[src/rtl/msc_pkg.sv]
// Shared types, defaults and the marching-squares edge table.
package msc_pkg;

  localparam int DATA_WIDTH_DEF = 16;
  localparam int FRAC_BITS_DEF  = 8;

  typedef enum logic [1:0] {
    EDGE_BOTTOM,
    EDGE_RIGHT,
    EDGE_TOP,
    EDGE_LEFT
  } edge_t;

  typedef enum logic {
    AXIS_X,
    AXIS_Y
  } axis_t;

  // Per-endpoint control that rides along the divider pipeline.
  typedef struct packed {
    logic  neg;
    logic  flat;
    axis_t axis;
  } lane_ctl_t;

  function automatic logic [1:0] seg_count(input logic [3:0] cell_case);
    logic [1:0] cnt;
    case (cell_case)
      4'd0, 4'd15: cnt = 2'd0;
      4'd6, 4'd9:  cnt = 2'd2;
      default:     cnt = 2'd1;
    endcase
    return cnt;
  endfunction

  // Returns {start edge, end edge} of segment seg of the given case.
  function automatic logic [3:0] seg_edges(input logic [3:0] cell_case, input logic seg);
    logic [7:0] row;
    case (cell_case)
      4'd1, 4'd14: row = {EDGE_BOTTOM, EDGE_LEFT,  EDGE_BOTTOM, EDGE_BOTTOM};
      4'd2, 4'd13: row = {EDGE_BOTTOM, EDGE_RIGHT, EDGE_BOTTOM, EDGE_BOTTOM};
      4'd3, 4'd12: row = {EDGE_RIGHT,  EDGE_LEFT,  EDGE_BOTTOM, EDGE_BOTTOM};
      4'd4, 4'd11: row = {EDGE_TOP,    EDGE_LEFT,  EDGE_BOTTOM, EDGE_BOTTOM};
      4'd5, 4'd10: row = {EDGE_BOTTOM, EDGE_TOP,   EDGE_BOTTOM, EDGE_BOTTOM};
      4'd6:        row = {EDGE_BOTTOM, EDGE_RIGHT, EDGE_TOP,    EDGE_LEFT};
      4'd7, 4'd8:  row = {EDGE_RIGHT,  EDGE_TOP,   EDGE_BOTTOM, EDGE_BOTTOM};
      4'd9:        row = {EDGE_BOTTOM, EDGE_LEFT,  EDGE_RIGHT,  EDGE_TOP};
      default:     row = {EDGE_BOTTOM, EDGE_BOTTOM, EDGE_BOTTOM, EDGE_BOTTOM};
    endcase
    return seg ? row[3:0] : row[7:4];
  endfunction

endpackage

[src/rtl/msc_out.sv]
// Endpoint offset, saturation and the result output register.
module msc_out
  import msc_pkg::*;
#(
  parameter int DATA_WIDTH = DATA_WIDTH_DEF
) (
  input  logic                         clk,
  input  logic                         rst_n,
  input  logic                         up_valid,
  output logic                         up_ready,
  input  logic                         up_last,
  input  lane_ctl_t [1:0]              up_ctl,
  input  logic [1:0][DATA_WIDTH:0]     up_q,
  input  logic [1:0][DATA_WIDTH-1:0]   up_p0,
  input  logic [1:0][DATA_WIDTH-1:0]   up_fixed,
  output logic                         out_valid,
  input  logic                         out_stall,
  output logic [DATA_WIDTH-1:0]        out_start_x,
  output logic [DATA_WIDTH-1:0]        out_start_y,
  output logic [DATA_WIDTH-1:0]        out_end_x,
  output logic [DATA_WIDTH-1:0]        out_end_y,
  output logic                         out_last_segment
);

  localparam int W = DATA_WIDTH;

  logic [1:0][W+1:0] sum;
  logic [1:0][W-1:0] res, sat, px, py;
  logic [1:0]        ovf;

  logic              out_valid_r;
  logic [W-1:0]      sx_r, sy_r, ex_r, ey_r;
  logic              last_r;

  always_comb begin
    for (int i = 0; i < 2; i++) begin
      sum[i] = up_ctl[i].neg ? ({{2{up_p0[i][W-1]}}, up_p0[i]} - {1'b0, up_q[i]})
                             : ({{2{up_p0[i][W-1]}}, up_p0[i]} + {1'b0, up_q[i]});
      ovf[i] = !((sum[i][W+1] == sum[i][W]) && (sum[i][W] == sum[i][W-1]));
      sat[i] = sum[i][W+1] ? {1'b1, {(W-1){1'b0}}} : {1'b0, {(W-1){1'b1}}};
      if (up_ctl[i].flat) begin
        res[i] = up_p0[i];
      end else if (ovf[i]) begin
        res[i] = sat[i];
      end else begin
        res[i] = sum[i][W-1:0];
      end
      px[i] = (up_ctl[i].axis == AXIS_X) ? res[i] : up_fixed[i];
      py[i] = (up_ctl[i].axis == AXIS_Y) ? res[i] : up_fixed[i];
    end
  end

  assign up_ready = !out_valid_r || !out_stall;

  always_ff @(posedge clk) begin
    if (!rst_n) begin
      out_valid_r <= 1'b0;
    end else if (up_ready) begin
      out_valid_r <= up_valid;
    end
  end

  always_ff @(posedge clk) begin
    if (up_ready && up_valid) begin
      sx_r   <= px[0];
      sy_r   <= py[0];
      ex_r   <= px[1];
      ey_r   <= py[1];
      last_r <= up_last;
    end
  end

  assign out_valid        = out_valid_r;
  assign out_start_x      = sx_r;
  assign out_start_y      = sy_r;
  assign out_end_x        = ex_r;
  assign out_end_y        = ey_r;
  assign out_last_segment = last_r;

endmodule

[config.mk]
export PLATFORM = sky130hd
export DESIGN_NAME = msc_out
export DESIGN_NICKNAME = d
export VERILOG_FILES = /design/src/rtl/msc_pkg.sv /design/src/rtl/msc_out.sv
export SDC_FILE = /design/constraint.sdc
export NUM_CORES = 1
export LEC_CHECK = 0
export BUFFER_PORTS_ARGS = -buffer_cell sky130_fd_sc_hd__buf_2
export CELL_PAD_IN_SITES_DETAIL_PLACEMENT = 1
export CELL_PAD_IN_SITES_GLOBAL_PLACEMENT = 1
export CORE_ASPECT_RATIO = 0.5
export CORE_UTILIZATION = 28
export DETAILED_ROUTE_END_ITERATION = 8
export GPL_ROUTABILITY_DRIVEN = 0
export HOLD_SLACK_MARGIN = 0.1
export PLACE_DENSITY_LB_ADDON = 0.1
export SYNTH_ARGS = -nofsm -noshare
export SYNTH_HDL_FRONTEND = slang
export SYNTH_SLANG_ARGS = --single-unit
[constraint.sdc]
create_clock -name clk -period 4.8 [get_ports clk]
set_clock_uncertainty 0.15 [all_clocks]
set_input_delay 0.96 -clock clk [delete_from_list [all_inputs] [get_ports clk]]
set_output_delay 0.96 -clock clk [all_outputs]
set_load 0.02 [all_outputs]
==> impl_metrics.env <==
export IMPL_final_cell_mix="buf_2, a21oi_1, nor2_1"
export IMPL_via_per_inst=4.96
export IMPL_cp_cell_sequence="buf_2, inv_1, ha_1, nor2b_1, a21oi_1, nor2_2, nand2_1, xnor2_1, ha_1, and3_1, and2_1, a221oi_1, o31ai_2, xnor2_4, o31ai_4, buf_4, a22oi_2, o22ai_1"
export IMPL_grt_max_degree=66
export IMPL_ctsResizeCount=0
export IMPL_dp_hpwl_um=15800
export IMPL_drtIter0Drc=117
export IMPL_drcViolationCount=0
export IMPL_numCtsBuffers=9
export IMPL_cpPeakStageDelay_ns=0.33
export IMPL_hold_viol=0
export IMPL_cp_num_buf_inv=3
export IMPL_yosys_most_used_dff="edfxtp_1"
export IMPL_die_h_um=103
export IMPL_path_depth=18
export IMPL_cts_sinks=66
export IMPL_grt_usage_pct=18.3
export IMPL_setup_worst_path_start_class="input pin"
export IMPL_grt_pass1_wl_um=29800
export IMPL_yosysWarnings=0
export IMPL_drive_gt1_share_pct=32.5
export IMPL_crit_required_ns=4.72
export IMPL_io_buffers=175
export IMPL_ios=176
export IMPL_gr_total_overflow=0
export IMPL_cts_htree_levels=3
export IMPL_cp_slowest_cell="ha_1"
export IMPL_syn_to_final_growth_pct=31.8
export IMPL_worst_pin_slew_ns=0.870
export IMPL_fill_cells=2378
export IMPL_setup_violations=0
export IMPL_cp_end_kind="register"
export IMPL_cp_arrival_ns=4.33
export IMPL_place_ws_ns=-0.155
export IMPL_final_nets=1014
export IMPL_coreArea_um2=19800
export IMPL_syn_inst=657
export IMPL_firstDrtPassIters=4
export IMPL_final_max_slew_viol_count=0
export IMPL_wl_per_cell_um=17.0
export IMPL_cts_hold_buf=0
export IMPL_first_global_vias=5528
export IMPL_clock_path_buffers=2
export IMPL_hold_depth=2
export IMPL_path_delay_family="compound AO/OA/AOI/OAI gates"
export IMPL_clkTransAtPathRegs_ns=0.06
export IMPL_start_util_pct=29.1
export IMPL_fin_worst_hold_slack_ns=0.383
export IMPL_relSlewSlack_pct=42.0
export IMPL_dieArea_um2=21200
export IMPL_power_w=0.00246
export IMPL_powerDensity_nw_per_um2=324
export IMPL_finalNonFillerCells=1138
export IMPL_post_cts_setup_buffers=0
export IMPL_rsz0062_at_grt="false"
export IMPL_final_common_cell="buf_2"
export IMPL_synth_edf_count=65
export IMPL_r2r_cells=3
export IMPL_avgSynthCellArea_um2=8.77
export IMPL_vias=5647
export IMPL_path_class="in -> reg"
export IMPL_hp_class="reg -> reg"
export IMPL_ant_nets=0
export IMPL_root_buffer="clkbuf_16"
export IMPL_ys_ff_latch=66
export IMPL_leakage_nw=3.22
export IMPL_insertedDiodeCount=0
export IMPL_crit_fanout=7
export IMPL_max_vdd_ir_drop_mv=0.172
export IMPL_finalCritPeriodShare_pct=92.1
export IMPL_seq_area_frac_synth_pct=34.2
export IMPL_antenna_found_initial=0
export IMPL_finalSetupTns_ns=0
export IMPL_crit_top_cell="ha_1"
export IMPL_synthArstFlopShare_pct=0
export IMPL_worst_slack_ns=0.381
export IMPL_dpl_cell_count=1122
export IMPL_die_w_um=205
export IMPL_cap_violations=0
export IMPL_regArea_um2=1970
export IMPL_cts_tree="yes"
export IMPL_synth_fp_nets=804
export IMPL_clock_latency_ns=0.33
export IMPL_netlist_area_um2=5760
export IMPL_period_needed_ns=4.42
export IMPL_routed_wl_um=19400
export IMPL_clock_fmax_mhz=226
export IMPL_status="finished clean"
export IMPL_multiInputGateArea_um2=3570
export IMPL_ys_types=64
export IMPL_std_cell_rows=36
==> worst min-delay path, stage by stage, from the launching register on <==
cell	delay, ns
dfxtp_1	0.32
a21oi_1	0.12
nor2b_1	0.05
==> cell families (layout without fill, tap and decap cells) <==
group	after synthesis	count (layout)	share of synthesized area (%)
mux	5	5	0.868
simple gates	192	192	15.7
xor+xnor	59	59	9.68
buf+inv	69	284	4.86
flops	66	66	34.2
fa+ha+maj	38	38	8.51
compound gates	228	228	26.1
==> area by class of cell <==
class	instances	area share [%]
Clock buffer	10	3.01
Sequential cell	66	25.9
Clock inverter	6	0.560
Inverter	41	2.03
Multi-Input combinational cell	522	46.9
Tap cell	266	4.38
Timing Repair Buffer	227	17.2
==> Yosys cell counts, types with 4 or more instances <==
| master | n | share of area (%) |
|---|---|---|
| a211oi_1 | 4 | 0.52 |
| a21o_1 | 7 | 0.91 |
| a21oi_1 | 68 | 5.9 |
| a221oi_1 | 9 | 1.4 |
| a22oi_2 | 6 | 1.3 |
| a31oi_1 | 28 | 3.0 |
| and2_1 | 6 | 0.65 |
| and3_1 | 7 | 0.76 |
| clkbuf_1 | 23 | 1.5 |
| edfxtp_1 | 65 | 34 |
| ha_1 | 36 | 7.8 |
| inv_1 | 40 | 2.6 |
| mux2i_1 | 5 | 0.87 |
| nand2_1 | 51 | 3.3 |
| nand2b_1 | 7 | 0.76 |
| nand3_1 | 6 | 0.52 |
| nor2_1 | 69 | 4.5 |
| nor2b_1 | 4 | 0.43 |
| nor3_1 | 16 | 1.4 |
| nor3_2 | 4 | 0.69 |
| nor4_1 | 5 | 0.54 |
| o21a_1 | 5 | 0.65 |
| o21ai_0 | 37 | 3.2 |
| o21ai_1 | 5 | 0.43 |
| o22ai_1 | 23 | 2.5 |
| o311ai_1 | 4 | 0.61 |
| or3_1 | 5 | 0.54 |
| xnor2_1 | 43 | 6.5 |
| xor2_1 | 12 | 1.8 |
==> through the flow <==
stage,util [%],cell area (µm²)
floorplan,-,5760
global placement,36.7,7280
detailed placement,36.7,7280
CTS,38.1,7550
global route,38.3,7600
finish,38.3,7600
==> worst paths after layout <==
| path | end | slack, ns | start |
|---|---|---|---|
| setup / recovery | out_end_y[12]$_DFFE_PP_ | 0.38 | up_q[17] |
| hold / removal | out_valid$_SDFFE_PN0N_ | 0.38 | out_valid$_SDFFE_PN0N_ |
| setup reg to reg | out_end_x[5]$_DFFE_PP_ | 3.05 | out_valid$_SDFFE_PN0N_ |
| hold reg to reg | out_valid$_SDFFE_PN0N_ | 0.38 | out_valid$_SDFFE_PN0N_ |
==> metal layers <==
metal / vias to the layer above / track usage, % / routed length (µm)
met5: - / 0 / 0
met4: 0 / 4.22 / 193
met3: 14 / 2.44 / 485
met2: 65 / 33.2 / 9880
met1: 2710 / 23.3 / 8830
li1: 2858 / - / -
==> power by group <==
group	internal [W]	switching, W	leakage, nW
Clock	0.000350	0.000264	0.129
Sequential	0.000719	0.0000154	0.633
Combinational	0.000462	0.000653	2.46
==> state kept, by name (all words and copies together) (netlist names) <==
register	count
out_end_x	16
out_end_y	16
out_start_x	16
out_start_y	16
out_last_segment	1
out_valid	1
Note: power is estimated with default switching activity, not from simulation.
