<file path="src/rtl/msc_pkg.sv">
// Shared types, defaults and the marching-squares edge table.
package msc_pkg;

  localparam int DATA_WIDTH_DEF = 16;
  localparam int FRAC_BITS_DEF  = 8;

  typedef enum logic [1:0] {
    EDGE_BOTTOM,
    EDGE_RIGHT,
    EDGE_TOP,
    EDGE_LEFT
  } edge_t;

  typedef enum logic {
    AXIS_X,
    AXIS_Y
  } axis_t;

  // Per-endpoint control that rides along the divider pipeline.
  typedef struct packed {
    logic  neg;
    logic  flat;
    axis_t axis;
  } lane_ctl_t;

  function automatic logic [1:0] seg_count(input logic [3:0] cell_case);
    logic [1:0] cnt;
    case (cell_case)
      4'd0, 4'd15: cnt = 2'd0;
      4'd6, 4'd9:  cnt = 2'd2;
      default:     cnt = 2'd1;
    endcase
    return cnt;
  endfunction

  // Returns {start edge, end edge} of segment seg of the given case.
  function automatic logic [3:0] seg_edges(input logic [3:0] cell_case, input logic seg);
    logic [7:0] row;
    case (cell_case)
      4'd1, 4'd14: row = {EDGE_BOTTOM, EDGE_LEFT,  EDGE_BOTTOM, EDGE_BOTTOM};
      4'd2, 4'd13: row = {EDGE_BOTTOM, EDGE_RIGHT, EDGE_BOTTOM, EDGE_BOTTOM};
      4'd3, 4'd12: row = {EDGE_RIGHT,  EDGE_LEFT,  EDGE_BOTTOM, EDGE_BOTTOM};
      4'd4, 4'd11: row = {EDGE_TOP,    EDGE_LEFT,  EDGE_BOTTOM, EDGE_BOTTOM};
      4'd5, 4'd10: row = {EDGE_BOTTOM, EDGE_TOP,   EDGE_BOTTOM, EDGE_BOTTOM};
      4'd6:        row = {EDGE_BOTTOM, EDGE_RIGHT, EDGE_TOP,    EDGE_LEFT};
      4'd7, 4'd8:  row = {EDGE_RIGHT,  EDGE_TOP,   EDGE_BOTTOM, EDGE_BOTTOM};
      4'd9:        row = {EDGE_BOTTOM, EDGE_LEFT,  EDGE_RIGHT,  EDGE_TOP};
      default:     row = {EDGE_BOTTOM, EDGE_BOTTOM, EDGE_BOTTOM, EDGE_BOTTOM};
    endcase
    return seg ? row[3:0] : row[7:4];
  endfunction

endpackage

</file>
<file path="src/rtl/msc_issue.sv">
// Cell register, segment issue, operand setup and sign/magnitude prep stages.
module msc_issue
  import msc_pkg::*;
#(
  parameter int DATA_WIDTH = DATA_WIDTH_DEF
) (
  input  logic                         clk,
  input  logic                         rst_n,
  input  logic [DATA_WIDTH-1:0]        iso_level,
  input  logic                         in_valid,
  output logic                         in_stall,
  input  logic [DATA_WIDTH-1:0]        in_val_a,
  input  logic [DATA_WIDTH-1:0]        in_val_b,
  input  logic [DATA_WIDTH-1:0]        in_val_c,
  input  logic [DATA_WIDTH-1:0]        in_val_d,
  input  logic [DATA_WIDTH-1:0]        in_x_left,
  input  logic [DATA_WIDTH-1:0]        in_x_right,
  input  logic [DATA_WIDTH-1:0]        in_y_bottom,
  input  logic [DATA_WIDTH-1:0]        in_y_top,
  input  logic                         dn_ready,
  output logic                         dn_valid,
  output logic                         dn_last,
  output lane_ctl_t [1:0]              dn_ctl,
  output logic [1:0][DATA_WIDTH:0]     dn_un,
  output logic [1:0][DATA_WIDTH:0]     dn_ud,
  output logic [1:0][DATA_WIDTH:0]     dn_us,
  output logic [1:0][DATA_WIDTH-1:0]   dn_p0,
  output logic [1:0][DATA_WIDTH-1:0]   dn_fixed
);

  localparam int W = DATA_WIDTH;

  function automatic logic [W:0] mag(input logic [W:0] x);
    return x[W] ? (~x + 1'b1) : x;
  endfunction

  // cell register
  logic                cell_v_r, cell_v_nxt;
  logic                seg_r, seg_nxt;
  logic [3:0]          case_r, case_nxt;
  logic [3:0][W-1:0]   val_r;
  logic [W-1:0]        xl_r, xr_r, yb_r, yt_r;

  logic [1:0]          cnt;
  logic                last, emit, done, cell_load, a_en, b_en;
  logic [3:0]          edges;
  edge_t [1:0]         lane_edge;

  // stage A: raw differences
  logic                a_v_r, a_last_r;
  logic [1:0][W:0]     a_n_r, a_d_r, a_s_r, a_n_nxt, a_d_nxt, a_s_nxt;
  logic [1:0][W-1:0]   a_p0_r, a_fx_r, a_p0_nxt, a_fx_nxt, a_p1;
  logic [1:0][W-1:0]   a_v0, a_v1;
  axis_t [1:0]         a_ax_r, a_ax_nxt;

  // stage B: magnitudes and sign
  logic                b_v_r, b_last_r;
  lane_ctl_t [1:0]     b_ctl_r, b_ctl_nxt;
  logic [1:0][W:0]     b_un_r, b_ud_r, b_us_r, b_un_nxt, b_ud_nxt, b_us_nxt, n_mag;
  logic [1:0][W-1:0]   b_p0_r, b_fx_r;

  assign case_nxt = {$signed(in_val_d) > $signed(iso_level),
                     $signed(in_val_c) > $signed(iso_level),
                     $signed(in_val_b) > $signed(iso_level),
                     $signed(in_val_a) > $signed(iso_level)};

  assign b_en      = !b_v_r || dn_ready;
  assign a_en      = !a_v_r || b_en;
  assign cnt       = seg_count(case_r);
  assign last      = (cnt != 2'd2) || seg_r;
  assign emit      = cell_v_r && (cnt != 2'd0);
  // drop cells with no crossing without waiting on the pipeline
  assign done      = cell_v_r && ((cnt == 2'd0) || (a_en && last));
  assign cell_load = !cell_v_r || done;
  assign in_stall  = !cell_load;

  assign cell_v_nxt = cell_load ? in_valid : 1'b1;
  assign seg_nxt    = cell_load ? 1'b0 : (seg_r | (emit && a_en));

  always_ff @(posedge clk) begin
    if (!rst_n) begin
      cell_v_r <= 1'b0;
      seg_r    <= 1'b0;
    end else begin
      cell_v_r <= cell_v_nxt;
      seg_r    <= seg_nxt;
    end
  end

  always_ff @(posedge clk) begin
    if (cell_load && in_valid) begin
      case_r <= case_nxt;
      val_r  <= {in_val_d, in_val_c, in_val_b, in_val_a};
      xl_r   <= in_x_left;
      xr_r   <= in_x_right;
      yb_r   <= in_y_bottom;
      yt_r   <= in_y_top;
    end
  end

  assign edges        = seg_edges(case_r, seg_r);
  assign lane_edge[0] = edge_t'(edges[3:2]);
  assign lane_edge[1] = edge_t'(edges[1:0]);

  always_comb begin
    for (int i = 0; i < 2; i++) begin
      case (lane_edge[i])
        EDGE_BOTTOM: begin
          a_p0_nxt[i] = xl_r;     a_p1[i] = xr_r;
          a_v0[i]     = val_r[0]; a_v1[i] = val_r[1];
          a_ax_nxt[i] = AXIS_X;   a_fx_nxt[i] = yb_r;
        end
        EDGE_RIGHT: begin
          a_p0_nxt[i] = yb_r;     a_p1[i] = yt_r;
          a_v0[i]     = val_r[1]; a_v1[i] = val_r[3];
          a_ax_nxt[i] = AXIS_Y;   a_fx_nxt[i] = xr_r;
        end
        EDGE_TOP: begin
          a_p0_nxt[i] = xl_r;     a_p1[i] = xr_r;
          a_v0[i]     = val_r[2]; a_v1[i] = val_r[3];
          a_ax_nxt[i] = AXIS_X;   a_fx_nxt[i] = yt_r;
        end
        default: begin
          a_p0_nxt[i] = yb_r;     a_p1[i] = yt_r;
          a_v0[i]     = val_r[0]; a_v1[i] = val_r[2];
          a_ax_nxt[i] = AXIS_Y;   a_fx_nxt[i] = xl_r;
        end
      endcase
      a_n_nxt[i] = {iso_level[W-1], iso_level} - {a_v0[i][W-1], a_v0[i]};
      a_d_nxt[i] = {a_v1[i][W-1], a_v1[i]} - {a_v0[i][W-1], a_v0[i]};
      a_s_nxt[i] = {a_p1[i][W-1], a_p1[i]} - {a_p0_nxt[i][W-1], a_p0_nxt[i]};
    end
  end

  always_ff @(posedge clk) begin
    if (!rst_n) begin
      a_v_r <= 1'b0;
    end else if (a_en) begin
      a_v_r <= emit;
    end
  end

  always_ff @(posedge clk) begin
    if (a_en) begin
      a_last_r <= last;
      a_n_r    <= a_n_nxt;
      a_d_r    <= a_d_nxt;
      a_s_r    <= a_s_nxt;
      a_p0_r   <= a_p0_nxt;
      a_fx_r   <= a_fx_nxt;
      a_ax_r   <= a_ax_nxt;
    end
  end

  always_comb begin
    for (int i = 0; i < 2; i++) begin
      n_mag[i]    = mag(a_n_r[i]);
      b_ud_nxt[i] = mag(a_d_r[i]);
      b_us_nxt[i] = mag(a_s_r[i]);
      b_un_nxt[i] = (n_mag[i] > b_ud_nxt[i]) ? b_ud_nxt[i] : n_mag[i];
      b_ctl_nxt[i].neg  = a_n_r[i][W] ^ a_d_r[i][W] ^ a_s_r[i][W];
      b_ctl_nxt[i].flat = (a_d_r[i] == '0);
      b_ctl_nxt[i].axis = a_ax_r[i];
    end
  end

  always_ff @(posedge clk) begin
    if (!rst_n) begin
      b_v_r <= 1'b0;
    end else if (b_en) begin
      b_v_r <= a_v_r;
    end
  end

  always_ff @(posedge clk) begin
    if (b_en) begin
      b_last_r <= a_last_r;
      b_ctl_r  <= b_ctl_nxt;
      b_un_r   <= b_un_nxt;
      b_ud_r   <= b_ud_nxt;
      b_us_r   <= b_us_nxt;
      b_p0_r   <= a_p0_r;
      b_fx_r   <= a_fx_r;
    end
  end

  assign dn_valid = b_v_r;
  assign dn_last  = b_last_r;
  assign dn_ctl   = b_ctl_r;
  assign dn_un    = b_un_r;
  assign dn_ud    = b_ud_r;
  assign dn_us    = b_us_r;
  assign dn_p0    = b_p0_r;
  assign dn_fixed = b_fx_r;

`ifndef SYNTHESIS
  a_second_seg_only_saddle: assert property (@(posedge clk) disable iff (!rst_n)
    (cell_v_r && seg_r) |-> (seg_count(case_r) == 2'd2))
    else $error("second segment pending on a cell without two segments");

  a_crossed_edge_not_flat: assert property (@(posedge clk) disable iff (!rst_n)
    b_v_r |-> (!b_ctl_r[0].flat && !b_ctl_r[1].flat))
    else $error("crossed edge with equal corner values");
`endif

endmodule

</file>
<file path="config.mk">
export PLATFORM = sky130hd
export DESIGN_NAME = msc_issue
export DESIGN_NICKNAME = d
export VERILOG_FILES = /design/src/rtl/msc_pkg.sv /design/src/rtl/msc_issue.sv
export SDC_FILE = /design/constraint.sdc
export NUM_CORES = 1
export LEC_CHECK = 0
export BUFFER_PORTS_ARGS = -buffer_cell sky130_fd_sc_hd__buf_4
export CAP_MARGIN = 0
export CORE_MARGIN = 2
export CORE_UTILIZATION = 55
export CTS_CLUSTER_DIAMETER = 120
export DETAILED_ROUTE_END_ITERATION = 10
export PLACE_DENSITY_LB_ADDON = 0.08
export SLEW_MARGIN = 30
export SYNTH_ARGS = -nofsm -noshare
export SYNTH_HDL_FRONTEND = slang
export SYNTH_SLANG_ARGS = --single-unit
</file>
<file path="constraint.sdc">
create_clock -name clk -period 14.93 [get_ports clk]
set_clock_uncertainty 0.05 [all_clocks]
set_input_delay 2.986 -clock clk [delete_from_list [all_inputs] [get_ports clk]]
set_output_delay 2.986 -clock clk [all_outputs]
set_load 0.005 [all_outputs]
</file>
==> impl_metrics.tcl <==
set metrics [dict create \
    status "complete, no violations" \
    fmax_ghz 0.143 \
    cts.sinks 485 \
    slowest_delay_ns 0.26 \
    syn-num-nets 2567 \
    viasPerCell 6.06 \
    synth-seq-area-share 0.544 \
    fin_cells 3184 \
    cts_made_buffers 50 \
    placedCellCount 3092 \
    clock_tree.root_cell "clkbuf_16" \
    synthToLayoutAreaGrowth_pct 17.9 \
    dieArea_um2 50100 \
    final_common_cell "edfxtp_1" \
    dp_hpwl_um 54500 \
    slowest_stage "a21oi_1" \
    clockBufferDepth 3 \
    num-fill-cells 3544 \
    cpLargestDelayFamily "buffers and inverters" \
    final_util 0.657 \
    wire_per_inst_um 22.7 \
    synth_cell_types 71 \
    rr_endpoint "a_n_r[14]" \
    cp_cell_sequence "buf_4 > nand3b_1 > buf_12 > a21oi_1 > buf_4" \
    critPathRequiredTime_ns 11.89 \
    cts.clk_slew.worst_paths_ns 0.06 \
    maxCapViolCount 0 \
    drt_pass1_iterations 6 \
    pre_cts_ws_ns 7.56 \
    grt-ovfl-total 0 \
    clock_latency_ns 0.60 \
    nNetsFinal 2893 \
    hold_path_startpoint "a_fx_r[4]" \
    finalWorstSetupSlack_ns 7.95 \
    gp_congestion 0.957 \
    peakVddDrop_uv 141 \
    reg2reg_depth 15 \
    timing.hold.ws_ns 0.368 \
    holdPathStages 0 \
    ff2ff_setup_slack_ns 9.51 \
    design_area_um2 31400 \
    worst_r2r_startpoint "seg_r" \
    synth.avg_cell_area_um2 12.1 \
    hold_end "dn_fixed[4]" \
    finalSetupViolations 0 \
    die_h_um 224 \
    worst_pin_slew_ns 0.998 \
    yosys_most_used_dff "edfxtp_1" \
    layout_common_cells "474 x edfxtp_1, 333 x buf_4, 202 x ha_1" \
    drc 0 \
    placed_cell_area_um2 29700 \
    hold_violations 0 \
    worst-path-max-fanout 53 \
    cts_tree "done" \
    hold_buffers 0 \
    crit_buf_inv 3 \
    power.density_nw_per_um2 261 \
    synthArstFlopShare 0 \
    path_class "in -> out" \
    grt_max_degree 174 \
    startpoint_type "input port" \
    ys_ff_latch 485 \
    min_path_type "reg -> reg" \
    leakage_nw 12.9 \
    fin_crit_ns 6.98 \
    finalCritPeriodShare 0.467 \
    yosysWarnings 0 \
    grtUsageTotal 0.284 \
    post-cts-setup-buffer-count 0 \
    slew_headroom 0.335 \
    finalMaxSlewViolations 0 \
    fin_setup_tns_ns 0 \
    htreeDepth 2 \
    end_kind "output pin" \
    vias 19300 \
    core_area_um2 47700 \
    pin_count 323 \
    portBuffers 322 \
    synth-edff-count 474 \
    fp-row-count 80 \
    grt_antenna_before_repair 1 \
    chipWidth_um 224 \
    arrival_ns 3.94 \
    drive_gt1_frac 0.197 \
    rsz0062_at_grt "false" \
    power_mw 8.18 \
    first_iter_violations 2283 \
    cpMostUsedCell "buf_4" \
    drtAntennaViolNets 0 \
    cts_resized 0 \
    start_util 0.557 \
    wl_um 72300 \
    grt_pass1_vias 18600 \
    syn_area_um2 26600 \
    grt_pass1_wl_um 108000 \
    synth_cells 2205 \
]
-- registers in the layout, summed over array words and instances (netlist names), 2 cells and up, named ones only --
signal and cells:
a_ax_r 2, case_r 4, val_r 64, a_p0_r 32, xr_r 16, dn_un 34, xl_r 16, dn_fixed 32
yb_r 16, dn_us 34, a_fx_r 32, dn_p0 32, dn_ud 34, yt_r 16, a_d_r 34, dn_ctl 6
a_n_r 34, a_s_r 34
-- final cells by class --
| cell class | instances | area, µm² | area share |
|---|---|---|---|
| repair buffers | 337 | 2560 | 0.0818 |
| diodes | 1 | 2.50 | 0.0000798 |
| clock buffers | 57 | 1300 | 0.0414 |
| flip-flops and latches | 485 | 14500 | 0.461 |
| clock inverters | 32 | 323 | 0.0103 |
| multi-input cells | 1493 | 11300 | 0.361 |
| inverters | 164 | 618 | 0.0197 |
| well taps | 615 | 769 | 0.0245 |
-- worst max path at each step --
| stage | to | slack (ns) | start | depth (start not counted) |
|---|---|---|---|---|
| after floorplan | flop | 3.47 | dn_ready | 7 |
| after global placement | in_stall | 7.59 | dn_ready | 5 |
| after detailed placement | in_stall | 7.56 | dn_ready | 5 |
| after CTS | in_stall | 7.54 | dn_ready | 5 |
| after global routing | in_stall | 7.88 | dn_ready | 5 |
| final | in_stall | 7.95 | dn_ready | 5 |
-- cell usage after synthesis (5+ instances only) --
library cell  instances  area share
a211oi_1             16      0.0045
a21boi_0             18      0.0051
a21o_1               21      0.0059
a21oi_1              96       0.018
a222oi_1             32       0.012
a22oi_1              66       0.019
and2_1                7      0.0016
and3_1                7      0.0016
clkbuf_1             58      0.0082
dfxtp_1              11      0.0083
edfxtp_1            474        0.54
fa_1                  6      0.0045
ha_1                208       0.098
inv_1               163       0.023
mux2_2               66       0.028
mux2i_1              77       0.029
nand2_1             150       0.021
nand2b_1             13      0.0031
nand3_1              38      0.0072
nand4_1              28      0.0066
nor2_1               99       0.014
nor2b_1              23      0.0054
nor3_1               32      0.0060
nor4_1               13      0.0031
o211ai_1             14      0.0040
o21a_1               32      0.0090
o21ai_0             141       0.027
o21bai_1              6      0.0017
o311ai_0              5      0.0016
o31a_1                8      0.0026
o31ai_1              29      0.0082
o41ai_1              17      0.0056
or2_2                 5      0.0012
or3_1                18      0.0042
or4_1                14      0.0040
xnor2_1              88       0.029
xor2_1               45       0.015
-- cells by family after synthesis --
family / share of synthesized area
buffers and inverters: 0.0321
AND/OR/NAND/NOR: 0.0847
flip-flops: 0.544
adder cells (fa/ha/maj): 0.102
multiplexers: 0.0569
AO/OA/AOI/OAI: 0.136
XOR/XNOR: 0.0444
-- where the power goes --
| group | internal [mW] | total, mW | switching, mW |
|---|---|---|---|
| clock | 0.712 | 1.24 | 0.526 |
| combinational | 1.87 | 4.28 | 2.40 |
| sequential | 2.33 | 2.66 | 0.330 |
| total | 4.92 | 8.18 | 3.26 |
-- metal layers --
| layer | routed length [µm] | track usage | vias up |
|---|---|---|---|
| li1 | - | - | 9065 |
| met1 | 32500 | 0.418 | 9246 |
| met2 | 31100 | 0.415 | 869 |
| met3 | 6740 | 0.0704 | 113 |
| met4 | 1910 | 0.0869 | 0 |
| met5 | 0 | 0 | - |
Power figures use the tool's default switching activity.
